$ cat src/rtl/deq_pkg.sv
// Shared types and constants for the double-ended queue unit.
// Depends on nothing; deq_if.sv, the top level and deq_ctrl use it, while deq_mem does not.
`timescale 1ns / 1ps

package deq_pkg;

    // Defaults for the top-level parameters.
    localparam int DEFAULT_DEPTH      = 1024;
    localparam int DEFAULT_DATA_WIDTH = 32;

    // Fixed widths of the channel fields.
    localparam int ACTION_W = 3;
    localparam int VALUE_W  = 32;
    localparam int COUNT_W  = 11;

    typedef enum logic [ACTION_W-1:0] {
        ACT_PUSH_FRONT = 3'd0,
        ACT_PUSH_BACK  = 3'd1,
        ACT_POP_FRONT  = 3'd2,
        ACT_POP_BACK   = 3'd3,
        ACT_READ_FRONT = 3'd4,
        ACT_READ_BACK  = 3'd5
    } action_t;

    // Status of one item, produced by the pointer control and held with the result.
    typedef struct packed {
        logic               rd;
        logic               error;
        logic [COUNT_W-1:0] count;
        logic               is_empty;
    } status_t;

endpackage

$ cat src/rtl/deq_ctrl.sv
// Front and rear pointers and the element count; decodes each item into store accesses.
// Depends on deq_pkg for the action codes and the status type.
`timescale 1ns / 1ps

module deq_ctrl #(
    parameter int DEPTH = 1024
) (
    input  logic                     clk,
    input  logic                     rst_n,
    input  logic                     accept,
    input  deq_pkg::action_t         action,
    output logic                     we,
    output logic [$clog2(DEPTH)-1:0] waddr,
    output logic                     re,
    output logic [$clog2(DEPTH)-1:0] raddr,
    output deq_pkg::status_t         status
);
    import deq_pkg::*;

    localparam int AW = $clog2(DEPTH);
    localparam int CW = $clog2(DEPTH + 1);
    localparam logic [AW-1:0] LAST_SLOT = AW'(DEPTH - 1);
    localparam logic [CW-1:0] FULL_COUNT = CW'(DEPTH);

    logic [AW-1:0] head_reg, head_next;
    logic [AW-1:0] tail_reg, tail_next;
    logic [CW-1:0] count_reg, count_next;

    logic          empty;
    logic          full;
    logic [AW-1:0] head_up, head_down, tail_up, tail_down;
    logic          error;
    logic          rd;

    assign empty = (count_reg == '0);
    assign full  = (count_reg == FULL_COUNT);

    assign head_up   = (head_reg == LAST_SLOT) ? '0 : head_reg + AW'(1);
    assign head_down = (head_reg == '0) ? LAST_SLOT : head_reg - AW'(1);
    assign tail_up   = (tail_reg == LAST_SLOT) ? '0 : tail_reg + AW'(1);
    assign tail_down = (tail_reg == '0) ? LAST_SLOT : tail_reg - AW'(1);

    always_comb
    begin
        head_next  = head_reg;
        tail_next  = tail_reg;
        count_next = count_reg;
        we         = 1'b0;
        waddr      = head_down;
        re         = 1'b0;
        raddr      = head_reg;
        error      = 1'b0;
        rd         = 1'b0;
        unique case (action)
            ACT_PUSH_FRONT:
            begin
                if (full)
                begin
                    error = 1'b1;
                end
                else
                begin
                    we         = accept;
                    waddr      = head_down;
                    head_next  = head_down;
                    count_next = count_reg + CW'(1);
                    if (empty)
                    begin
                        tail_next = head_down;
                    end
                end
            end
            ACT_PUSH_BACK:
            begin
                if (full)
                begin
                    error = 1'b1;
                end
                else
                begin
                    we         = accept;
                    waddr      = tail_up;
                    tail_next  = tail_up;
                    count_next = count_reg + CW'(1);
                    if (empty)
                    begin
                        head_next = tail_up;
                    end
                end
            end
            ACT_POP_FRONT:
            begin
                if (empty)
                begin
                    error = 1'b1;
                end
                else
                begin
                    re         = accept;
                    rd         = 1'b1;
                    raddr      = head_reg;
                    head_next  = head_up;
                    count_next = count_reg - CW'(1);
                end
            end
            ACT_POP_BACK:
            begin
                if (empty)
                begin
                    error = 1'b1;
                end
                else
                begin
                    re         = accept;
                    rd         = 1'b1;
                    raddr      = tail_reg;
                    tail_next  = tail_down;
                    count_next = count_reg - CW'(1);
                end
            end
            ACT_READ_FRONT:
            begin
                if (empty)
                begin
                    error = 1'b1;
                end
                else
                begin
                    re    = accept;
                    rd    = 1'b1;
                    raddr = head_reg;
                end
            end
            ACT_READ_BACK:
            begin
                if (empty)
                begin
                    error = 1'b1;
                end
                else
                begin
                    re    = accept;
                    rd    = 1'b1;
                    raddr = tail_reg;
                end
            end
            default:
            begin
                error = 1'b1;
            end
        endcase

        // A queue that drains returns both pointers to their start slots.
        if (count_next == '0)
        begin
            head_next = '0;
            tail_next = LAST_SLOT;
        end
    end

    assign status.rd       = rd;
    assign status.error    = error;
    assign status.count    = COUNT_W'(count_next);
    assign status.is_empty = (count_next == '0);

    always_ff @(posedge clk or negedge rst_n)
    begin
        if (!rst_n)
        begin
            head_reg  <= '0;
            tail_reg  <= LAST_SLOT;
            count_reg <= '0;
        end
        else if (accept)
        begin
            head_reg  <= head_next;
            tail_reg  <= tail_next;
            count_reg <= count_next;
        end
    end

endmodule
$ cat config.mk
export PLATFORM = sky130hd
export DESIGN_NAME = deq_ctrl
export DESIGN_NICKNAME = d
export VERILOG_FILES = /design/src/rtl/deq_pkg.sv /design/src/rtl/deq_ctrl.sv
export SDC_FILE = /design/constraint.sdc
export NUM_CORES = 1
export LEC_CHECK = 0
export BUFFER_PORTS_ARGS = -buffer_cell sky130_fd_sc_hd__buf_2
export CAP_MARGIN = 15
export CORE_UTILIZATION = 45
export CTS_BUF_LIST = sky130_fd_sc_hd__clkbuf_4 sky130_fd_sc_hd__clkbuf_8
export DETAILED_ROUTE_END_ITERATION = 12
export GPL_TIMING_DRIVEN = 0
export PLACE_DENSITY = 0.67
export SLEW_MARGIN = 40
export SYNTH_ARGS = -nofsm -noshare
export SYNTH_HDL_FRONTEND = slang
export SYNTH_SLANG_ARGS = --single-unit
export TNS_END_PERCENT = 30
$ cat constraint.sdc
create_clock -name clk -period 3.85 [get_ports clk]
set_input_delay 0.5775 -clock clk [delete_from_list [all_inputs] [get_ports clk]]
set_output_delay 0.5775 -clock clk [all_outputs]
set_load 0.01 [all_outputs]
==> impl_metrics.json, run 1 <==
{
  "drtIter0Drc": 325,
  "critPathKind": "reg -> out",
  "grt_usage_pct": 28.9,
  "syn_nets": 500,
  "hold_ws_ns": 0.237,
  "h-tree-depth": 2,
  "die_h_um": 91.8,
  "syn_area_mm2": 0.00363,
  "diodes": 0,
  "worst_pin_slew_ns": 0.787,
  "worstPathMaxFanout": 9,
  "p_leak_nw": 1.63,
  "rows": 32,
  "synth_edf_count": 0,
  "cts_buffers": 5,
  "core_area_mm2": 0.00777,
  "max_freq_mhz": 270,
  "drv_cap": 0,
  "netlist.area_leader.share_pct": 14.5,
  "final_area_mm2": 0.00409,
  "synthTopCellsByArea": "dfrtp_1, dfstp_2, mux2_2, o21ai_0, nand2_1",
  "ctsHoldBuffers": 0,
  "fill_cells": 812,
  "slew_headroom_pct": 47.1,
  "clkTransAtPathRegs_ns": 0.06,
  "seq_area_frac_synth_pct": 21.7,
  "syn_inst": 484,
  "timing.final.ws_setup_ns": 0.149,
  "wl_per_cell_um": 19.0,
  "ys_seq_elements": 31,
  "grt_max_degree": 32,
  "fp.dieW_um": 91.8,
  "place_ws_ns": -0.435,
  "final_nets": 545,
  "hp-class": "in -> async",
  "fin_tns_setup_ns": 0,
  "period_needed_ns": 3.70,
  "cp.arrival_ns": 3.12,
  "endpoint_kind": "output port",
  "drc": 0,
  "start_kind": "flop",
  "setup_viol": 0,
  "dieArea_mm2": 0.00842,
  "vdd_drop_max_v": 0.000388,
  "syn2layout_area_growth_pct": 12.8,
  "clock_latency_ns": 0.29,
  "place_area_mm2": 0.00396,
  "overflow": 0,
  "hold_viol": 0,
  "cts_tree": "built",
  "portBuffers": 40,
  "pin_count": 42,
  "synth_flop_cell": "dfrtp_1",
  "clock_skew_ns": 0.00699,
  "ant_nets": 0,
  "viasPerCell": 6.43,
  "routed_wl_mm": 12.0,
  "antenna_found_initial": 0,
  "syn_avg_cell_area_um2": 7.49,
  "gp_congestion": 0.979,
  "vias": 4066,
  "cp.required_ns": 3.27,
  "drive_gt1_share_pct": 22.3,
  "slew_violations": 0,
  "status": "complete, no violations",
  "cts_buffer_depth": 2,
  "rsz0062_at_grt": "no",
  "largest_reg_flops": 11,
  "yosysUniqueCellTypes": 76,
  "first_pass_iters": 5,
  "ys_warn_count": 0,
  "place_hpwl_mm": 8.97,
  "async_flop_share_pct": 100,
  "start_util_pct": 46.7,
  "clkSinkCount": 31,
  "grt_pass1_wl_mm": 19.4,
  "grt_pass1_vias": 3781,
  "period_share_pct": 96.1,
  "cts_root_buffer": "clkbuf_8",
  "synth_top_area_cell": "dfrtp_1",
  "cellPowerDensity_mw_per_mm2": 797
}
final cells by class:
type | instances | area [um2] | share of cell area [%]
Buffer | 44 | 214 | 5.23
Clock buffer | 7 | 90.1 | 2.20
Clock inverter | 1 | 5.00 | 0.122
Inverter | 18 | 71.3 | 1.74
Multi-Input combinational cell | 387 | 2570 | 62.9
Sequential cell | 31 | 791 | 19.3
Tap cell | 102 | 128 | 3.12
Timing Repair Buffer | 42 | 218 | 5.32
Yosys cell counts, types with 4 or more instances:
library cell,number
inv_1,18
clkbuf_1,36
ha_1,10
nand2_1,43
or4_1,5
nand3_1,24
a21oi_1,21
mux2_2,17
mux2i_1,4
a21o_1,5
xor2_1,10
buf_2,5
dfstp_2,10
o31ai_1,5
o22ai_1,5
o21ai_0,33
nand4_1,6
o21a_1,4
or2_2,4
nor2_1,43
nor4_1,7
xnor2_1,9
o211ai_1,4
dfrtp_1,21
o32a_1,4
buf_6,4
nor3_1,19
a221oi_1,6
a22oi_1,4
or3_1,10
a211oi_1,5
a31oi_1,9
and2_1,8
timing repair:
item,CTS,global route
pin swaps,2,0
setup endpoints to repair,5,8
buffers inserted,2,0
gates resized for setup,9,2
metrics by stage:
step	util (%)	total power, mW	instances
2_1_floorplan	-	2.22	484
3_3_place_gp	50.9	2.88	626
3_5_place_dp	51.0	2.90	626
4_1_cts	52.7	3.24	634
5_1_grt	52.7	3.51	632
6_report	52.7	3.26	632
critical path: stages, from the launching register on:
cell and delay [ns]:
dfrtp_2 0.47, inv_2 0.13, ha_1 0.18, or4b_4 0.51, o31a_1 0.34, mux2_2 0.30, a211o_1 0.33, nor4_4 0.28
and2_1 0.17, buf_2 0.12
layout by cell type (no fill, tap or decap), drive strengths merged, types with 5 or more instances in the layout:
| master | netlist | routed |
|---|---|---|
| a221oi | 7 | 7 |
| buf | 12 | 53 |
| o22ai | 5 | 5 |
| xnor2 | 9 | 9 |
| nand4 | 6 | 6 |
| xor2 | 10 | 10 |
| a31oi | 9 | 9 |
| a21o | 5 | 5 |
| a21oi | 22 | 22 |
| inv | 18 | 17 |
| clkbuf | 36 | 40 |
| o31ai | 6 | 6 |
| ha | 10 | 10 |
| nor4 | 9 | 9 |
| nand2 | 43 | 43 |
| and2 | 9 | 9 |
| dfstp | 10 | 10 |
| or4 | 5 | 5 |
| dfrtp | 21 | 21 |
| o21ai | 33 | 33 |
| a211oi | 5 | 5 |
| mux2 | 17 | 17 |
| nand3 | 24 | 24 |
| or3 | 12 | 12 |
| nor3 | 19 | 19 |
| nor2 | 43 | 43 |
final timing paths:
path	startpoint	endpoint	slack [ns]	cells past startpoint
max	count_reg[0]$_DFFE_PN0P_	status[0]	0.15	9
min	rst_n	count_reg[3]$_DFFE_PN0P_	0.24	1
max reg2reg	count_reg[0]$_DFFE_PN0P_	tail_reg[2]$_DFFE_PN1P_	0.43	10
min reg2reg	tail_reg[1]$_DFFE_PN1P_	tail_reg[1]$_DFFE_PN1P_	0.55	2
max in group asynchronous	rst_n	tail_reg[6]$_DFFE_PN1P_	3.27	1
min in group clk	tail_reg[1]$_DFFE_PN1P_	tail_reg[1]$_DFFE_PN1P_	0.55	2
kinds of logic after synthesis:
family / count (synthesis) / synth area share, %
and+or+nand+nor: 194 / 28.1
AOI/OAI and AO/OA: 143 / 27.6
buffers and inverters: 66 / 8.14
DFF: 31 / 21.7
muxes: 21 / 6.38
xor gates and xnor gates: 19 / 4.59
adders and majority gates: 10 / 3.45
layer usage:
layer	wire length (um)	GRT usage, %
met5	0	0
met4	485	13.4
met3	867	3.48
met2	5670	48.5
met1	4980	37.1
report_power, final:
part	switching, mW	internal [mW]
clock network	0.130	0.151
logic	1.45	0.893
registers	0.125	0.514
Note: power is estimated with default switching activity, not from simulation.
==> inputs of run 2 (changes only) <==
--- a/config.mk
+++ b/config.mk
@@ -12,6 +12,7 @@
 export DETAILED_ROUTE_END_ITERATION = 12
 export GPL_TIMING_DRIVEN = 0
 export PLACE_DENSITY = 0.67
+export SETUP_SLACK_MARGIN = 0.3
 export SLEW_MARGIN = 40
 export SYNTH_ARGS = -nofsm -noshare
 export SYNTH_HDL_FRONTEND = slang
==> impl_metrics.json, run 2 (same netlist as run 1, synthesis figures left out) <==
{
  "clock_latency_ns": 0.29,
  "setup_viol": 0,
  "period_share_pct": 93.9,
  "cp.arrival_ns": 3.04,
  "grt_max_degree": 32,
  "grt_pass1_vias": 3842,
  "hp-class": "in -> async",
  "core_area_mm2": 0.00777,
  "overflow": 0,
  "antenna_found_initial": 0,
  "switching_share_pct": 51.6,
  "fill_cells": 796,
  "rsz0062_at_grt": "yes",
  "portBuffers": 40,
  "regToRegEndpoint": "tail_reg[2]$_DFFE_PN1P_",
  "cts_root_buffer": "clkbuf_8",
  "fp.dieW_um": 91.8,
  "hold_ws_ns": 0.235,
  "largest_reg_flops": 11,
  "reg2reg_from": "count_reg[1]$_DFFE_PN0P_",
  "drive_gt1_share_pct": 25.3,
  "fin_util_pct": 54.8,
  "dieArea_mm2": 0.00842,
  "first_pass_iters": 5,
  "grt_pass1_wl_mm": 19.7,
  "grt_usage_pct": 29.3,
  "max_freq_mhz": 277,
  "slew_headroom_pct": 48.5,
  "die_h_um": 91.8,
  "final_common_cell": "buf_2",
  "rows": 32,
  "clkTransAtPathRegs_ns": 0.07,
  "slew_violations": 0,
  "cts_tree": "built",
  "clkSinkCount": 31,
  "hold_viol": 0,
  "start_kind": "primary input",
  "cts_buffers": 5,
  "p_leak_nw": 1.72,
  "pin_count": 42,
  "period_needed_ns": 3.61,
  "reg2reg_depth": 12,
  "start_util_pct": 46.7,
  "cp-startpoint": "action[2]",
  "p_switching_mw": 1.76,
  "critPathKind": "in -> out",
  "cellInternalPower_mw": 1.64,
  "ctsHoldBuffers": 0,
  "cellPowerDensity_mw_per_mm2": 798,
  "final_nets": 557,
  "place_hpwl_mm": 8.97,
  "gp_congestion": 0.979,
  "wl_per_cell_um": 19.2,
  "worstPathMaxFanout": 10,
  "vias": 4189,
  "drc": 0,
  "combPwrFrac_pct": 73.3,
  "r2r_slack_ns": 0.45,
  "cts_buffer_depth": 2,
  "crit_end": "status[0]",
  "power_frac_seq_pct": 18.4,
  "final_cell_mix": "buf_2, nand2_1, nor2_1, o21ai_0, clkbuf_1",
  "cp.required_ns": 3.27,
  "viasPerCell": 6.50,
  "syn2layout_area_growth_pct": 17.5,
  "drv_cap": 0,
  "h-tree-depth": 2,
  "status": "complete, no violations",
  "p_clk_share_pct": 8.3,
  "diodes": 0,
  "drtIter0Drc": 283,
  "clock_skew_ns": 0.00781,
  "routed_wl_mm": 12.3,
  "vdd_drop_max_v": 0.000388,
  "ant_nets": 0,
  "worst_pin_slew_ns": 0.766,
  "endpoint_kind": "output port"
}
==> run 2: worst max-delay path, stage by stage <==
cell and delay [ns]:
buf_2 0.17, inv_1 0.12, ha_1 0.16, clkbuf_2 0.22, or4b_2 0.60, a21oi_1 0.22, o32ai_2 0.16, a21oi_1 0.13
nor4b_2 0.20, buf_4 0.18, buf_6 0.10, and2_4 0.13, buf_6 0.09
==> run 2: worst min-delay path by stage <==
stage / end / slack, ns / cells past startpoint
finish: count_reg[10]$_DFFE_PN0P_ / 0.23 / 1
global route: count_reg[3]$_DFFE_PN0P_ / 0.25 / 1
CTS: count_reg[6]$_DFFE_PN0P_ / 0.40 / 1
detailed placement: tail_reg[1]$_DFFE_PN1P_ / 0.55 / 2
global placement: tail_reg[1]$_DFFE_PN1P_ / 0.52 / 2
floorplan: count_reg[0]$_DFFE_PN0P_ / 0.28 / 0
==> run 2: power groups by stage <==
stage | combinational [mW] | sequential, mW | clock [mW]
global placement | 2.25 | 0.624 | 0
finish | 2.49 | 0.626 | 0.282
CTS | 2.41 | 0.624 | 0.292
floorplan | 1.63 | 0.592 | 0
global route | 2.69 | 0.644 | 0.311
detailed placement | 2.27 | 0.628 | 0
==> run 2: layer usage <==
metal	part of all wire, %	global-route usage [%]	routed length (um)	up-vias
met5	0	0	0	-
met1	41	37.3	5010	1998
li1	-	-	-	1916
met2	48	49.7	5920	233
met3	7.4	3.40	908	42
met4	4.0	13.4	490	0
==> run 2: timing repair <==
item                                   4_1_cts  5_1_grt
pin swaps                                    6        3
setup endpoints to repair                   25       11
gates resized for setup                     23       20
endpoints found under the hold margin        0        0
buffers inserted                             8        2
==> run 2: final cells by class <==
class                           instances  area, um2  area share (%)
Multi-Input combinational cell        387       2620            61.6
Sequential cell                        31        790            18.5
Timing Repair Buffer                   50        284            6.67
Buffer                                 48        265            6.23
Tap cell                              102        128            3.00
Clock buffer                            7       90.1            2.11
Inverter                               18       76.3            1.79
Clock inverter                          1       5.00           0.117
==> run 2: through the flow <==
stage	cells	setup TNS (ns)	total power, mW	instance area [um2]	setup slack (ns)
2_1_floorplan	484	0	2.22	3630	0.522
3_3_place_gp	626	-1.24	2.88	3950	-0.422
3_5_place_dp	626	-1.53	2.90	3960	-0.435
4_1_cts	642	0	3.33	4200	0.217
5_1_grt	644	0	3.64	4260	0.144
6_report	644	0	3.40	4260	0.236
==> inputs of run 3 (changes only) <==
--- a/config.mk
+++ b/config.mk
@@ -7,11 +7,11 @@
 export LEC_CHECK = 0
 export BUFFER_PORTS_ARGS = -buffer_cell sky130_fd_sc_hd__buf_2
 export CAP_MARGIN = 15
-export CORE_UTILIZATION = 45
+export CORE_UTILIZATION = 50
 export CTS_BUF_LIST = sky130_fd_sc_hd__clkbuf_4 sky130_fd_sc_hd__clkbuf_8
 export DETAILED_ROUTE_END_ITERATION = 12
 export GPL_TIMING_DRIVEN = 0
-export PLACE_DENSITY = 0.67
+export PLACE_DENSITY = 0.73
 export SETUP_SLACK_MARGIN = 0.3
 export SLEW_MARGIN = 40
 export SYNTH_ARGS = -nofsm -noshare
==> impl_metrics.json, run 3 (same netlist as run 1, synthesis figures left out) <==
{
  "hold_viol": 0,
  "hp-class": "in -> async",
  "vias": 4095,
  "place_ws_ns": -0.376,
  "drtIter0Drc": 255,
  "fin_tns_setup_ns": 0,
  "start_kind": "flop",
  "cts_buffers": 5,
  "clock_latency_ns": 0.29,
  "fp.dieW_um": 87.2,
  "place_hpwl_mm": 8.92,
  "slew_violations": 0,
  "drive_gt1_share_pct": 26.3,
  "wl_per_cell_um": 19.0,
  "fin_util_pct": 62.6,
  "cp_slowest_stage_delay_ns": 0.51,
  "routed_wl_mm": 12.1,
  "cellPowerDensity_mw_per_mm2": 796,
  "hold_ws_ns": 0.227,
  "r2r_slack_ns": 0.58,
  "slew_headroom_pct": 47.2,
  "antenna_found_initial": 0,
  "cts_tree": "built",
  "grt_max_degree": 32,
  "h-tree-depth": 2,
  "setup_viol": 0,
  "p_leak_nw": 1.74,
  "cpMostUsedCell": "buf_6",
  "clock_skew_ns": 0.00537,
  "viasPerCell": 6.41,
  "critPathKind": "reg -> out",
  "grt_pass1_vias": 3799,
  "max_freq_mhz": 279,
  "worst_pin_slew_ns": 0.781,
  "overflow": 0,
  "status": "complete, no violations",
  "portBuffers": 40,
  "diodes": 0,
  "cp.arrival_ns": 3.01,
  "drv_cap": 0,
  "rows": 30,
  "core_area_mm2": 0.00691,
  "ctsHoldBuffers": 0,
  "cp_cell_sequence": "clkbuf_8 -> inv_6 -> ha_4 -> or4b_4 -> o31a_1 -> a211o_1 -> a21oi_2 -> nor4b_4 -> buf_6 -> and2_4 -> buf_6",
  "final_nets": 558,
  "final_common_cell": "nor2_1",
  "dieArea_mm2": 0.00760,
  "grt_pass1_wl_mm": 19.2,
  "period_share_pct": 93.2,
  "syn2layout_area_growth_pct": 19.2,
  "rsz0062_at_grt": "yes",
  "first_pass_iters": 4,
  "cts_root_buffer": "clkbuf_8",
  "vdd_drop_max_v": 0.000451,
  "ant_nets": 0,
  "period_needed_ns": 3.59,
  "largest_reg_flops": 11,
  "pin_count": 42,
  "clkSinkCount": 31,
  "die_h_um": 87.2,
  "start_util_pct": 52.5,
  "grt_usage_pct": 32.9,
  "cp.required_ns": 3.27,
  "endpoint_kind": "output port",
  "clkTransAtPathRegs_ns": 0.07,
  "slowest_stage": "or4b_4",
  "timing.final.ws_setup_ns": 0.263,
  "final_cell_mix": "nor2_1, buf_2, nand2_1, o21ai_0, clkbuf_1",
  "worstPathMaxFanout": 5,
  "drc": 0,
  "cts_buffer_depth": 2,
  "gp_congestion": 0.949
}
-- run 3: changes by cell type in the layout (fill, tap and decap cells not counted), sizes merged --
cell and delta:
clkinv -1, clkbuf +1, buf +1
-- run 3: final timing paths --
kind                                          start                         to  depth (start not counted)
min in group clk            tail_reg[1]$_DFFE_PN1P_    tail_reg[1]$_DFFE_PN1P_                          2
min reg2reg                 tail_reg[1]$_DFFE_PN1P_    tail_reg[1]$_DFFE_PN1P_                          2
min                                           rst_n  count_reg[10]$_DFFE_PN0P_                          1
max reg2reg                count_reg[1]$_DFFE_PN0P_    tail_reg[2]$_DFFE_PN1P_                         12
max                        count_reg[1]$_DFFE_PN0P_                  status[0]                         11
max in group asynchronous                     rst_n    tail_reg[8]$_DFFE_PN1P_                          1
-- run 3: layout make-up --
| cell class | count | area (um2) |
|---|---|---|
| sequential | 31 | 790 |
| fill | 663 | 2580 |
| timing repair buffer | 51 | 298 |
| buffer | 48 | 274 |
| clock buffer | 8 | 104 |
| tap | 96 | 120 |
| inverter | 18 | 76.3 |
| multi-input combinational | 387 | 2660 |
-- run 3: where the power goes --
part	switching, mW	internal (mW)	leakage, nW	total, mW
sequential	0.112	0.513	0.367	0.624
clock	0.131	0.170	0.0549	0.302
combinational	1.52	0.998	1.32	2.52
total	1.76	1.68	1.74	3.44
-- run 3: routing by layer --
metal	up-vias	global-route usage (%)	part of all wire (%)
met3	46	3.41	6.4
met1	1930	40.6	40
li1	1919	-	-
met5	-	0	0
met2	200	56.6	49
met4	0	17.0	4.4
-- run 3: metrics by stage --
stage	area (um2)	cells	power, mW
2_1_floorplan	3630	484	2.22
3_3_place_gp	3950	620	2.85
3_5_place_dp	3950	620	2.88
4_1_cts	4210	636	3.32
5_1_grt	4320	639	3.67
6_report	4320	639	3.44
-- run 3: critical path: cells and delay by family (launching register included) --
kind	cells	cell delay (ns)
compound gates	3	0.81
fa+ha+maj	1	0.12
buf+inv	4	0.46
flops	1	0.39
simple gates	3	0.94
-- run 3: repair_timing --
item                       4_1_cts  5_1_grt
pin swaps                        6        4
resized for setup               27       27
buffers inserted                 8        3
setup endpoints to repair       20        7
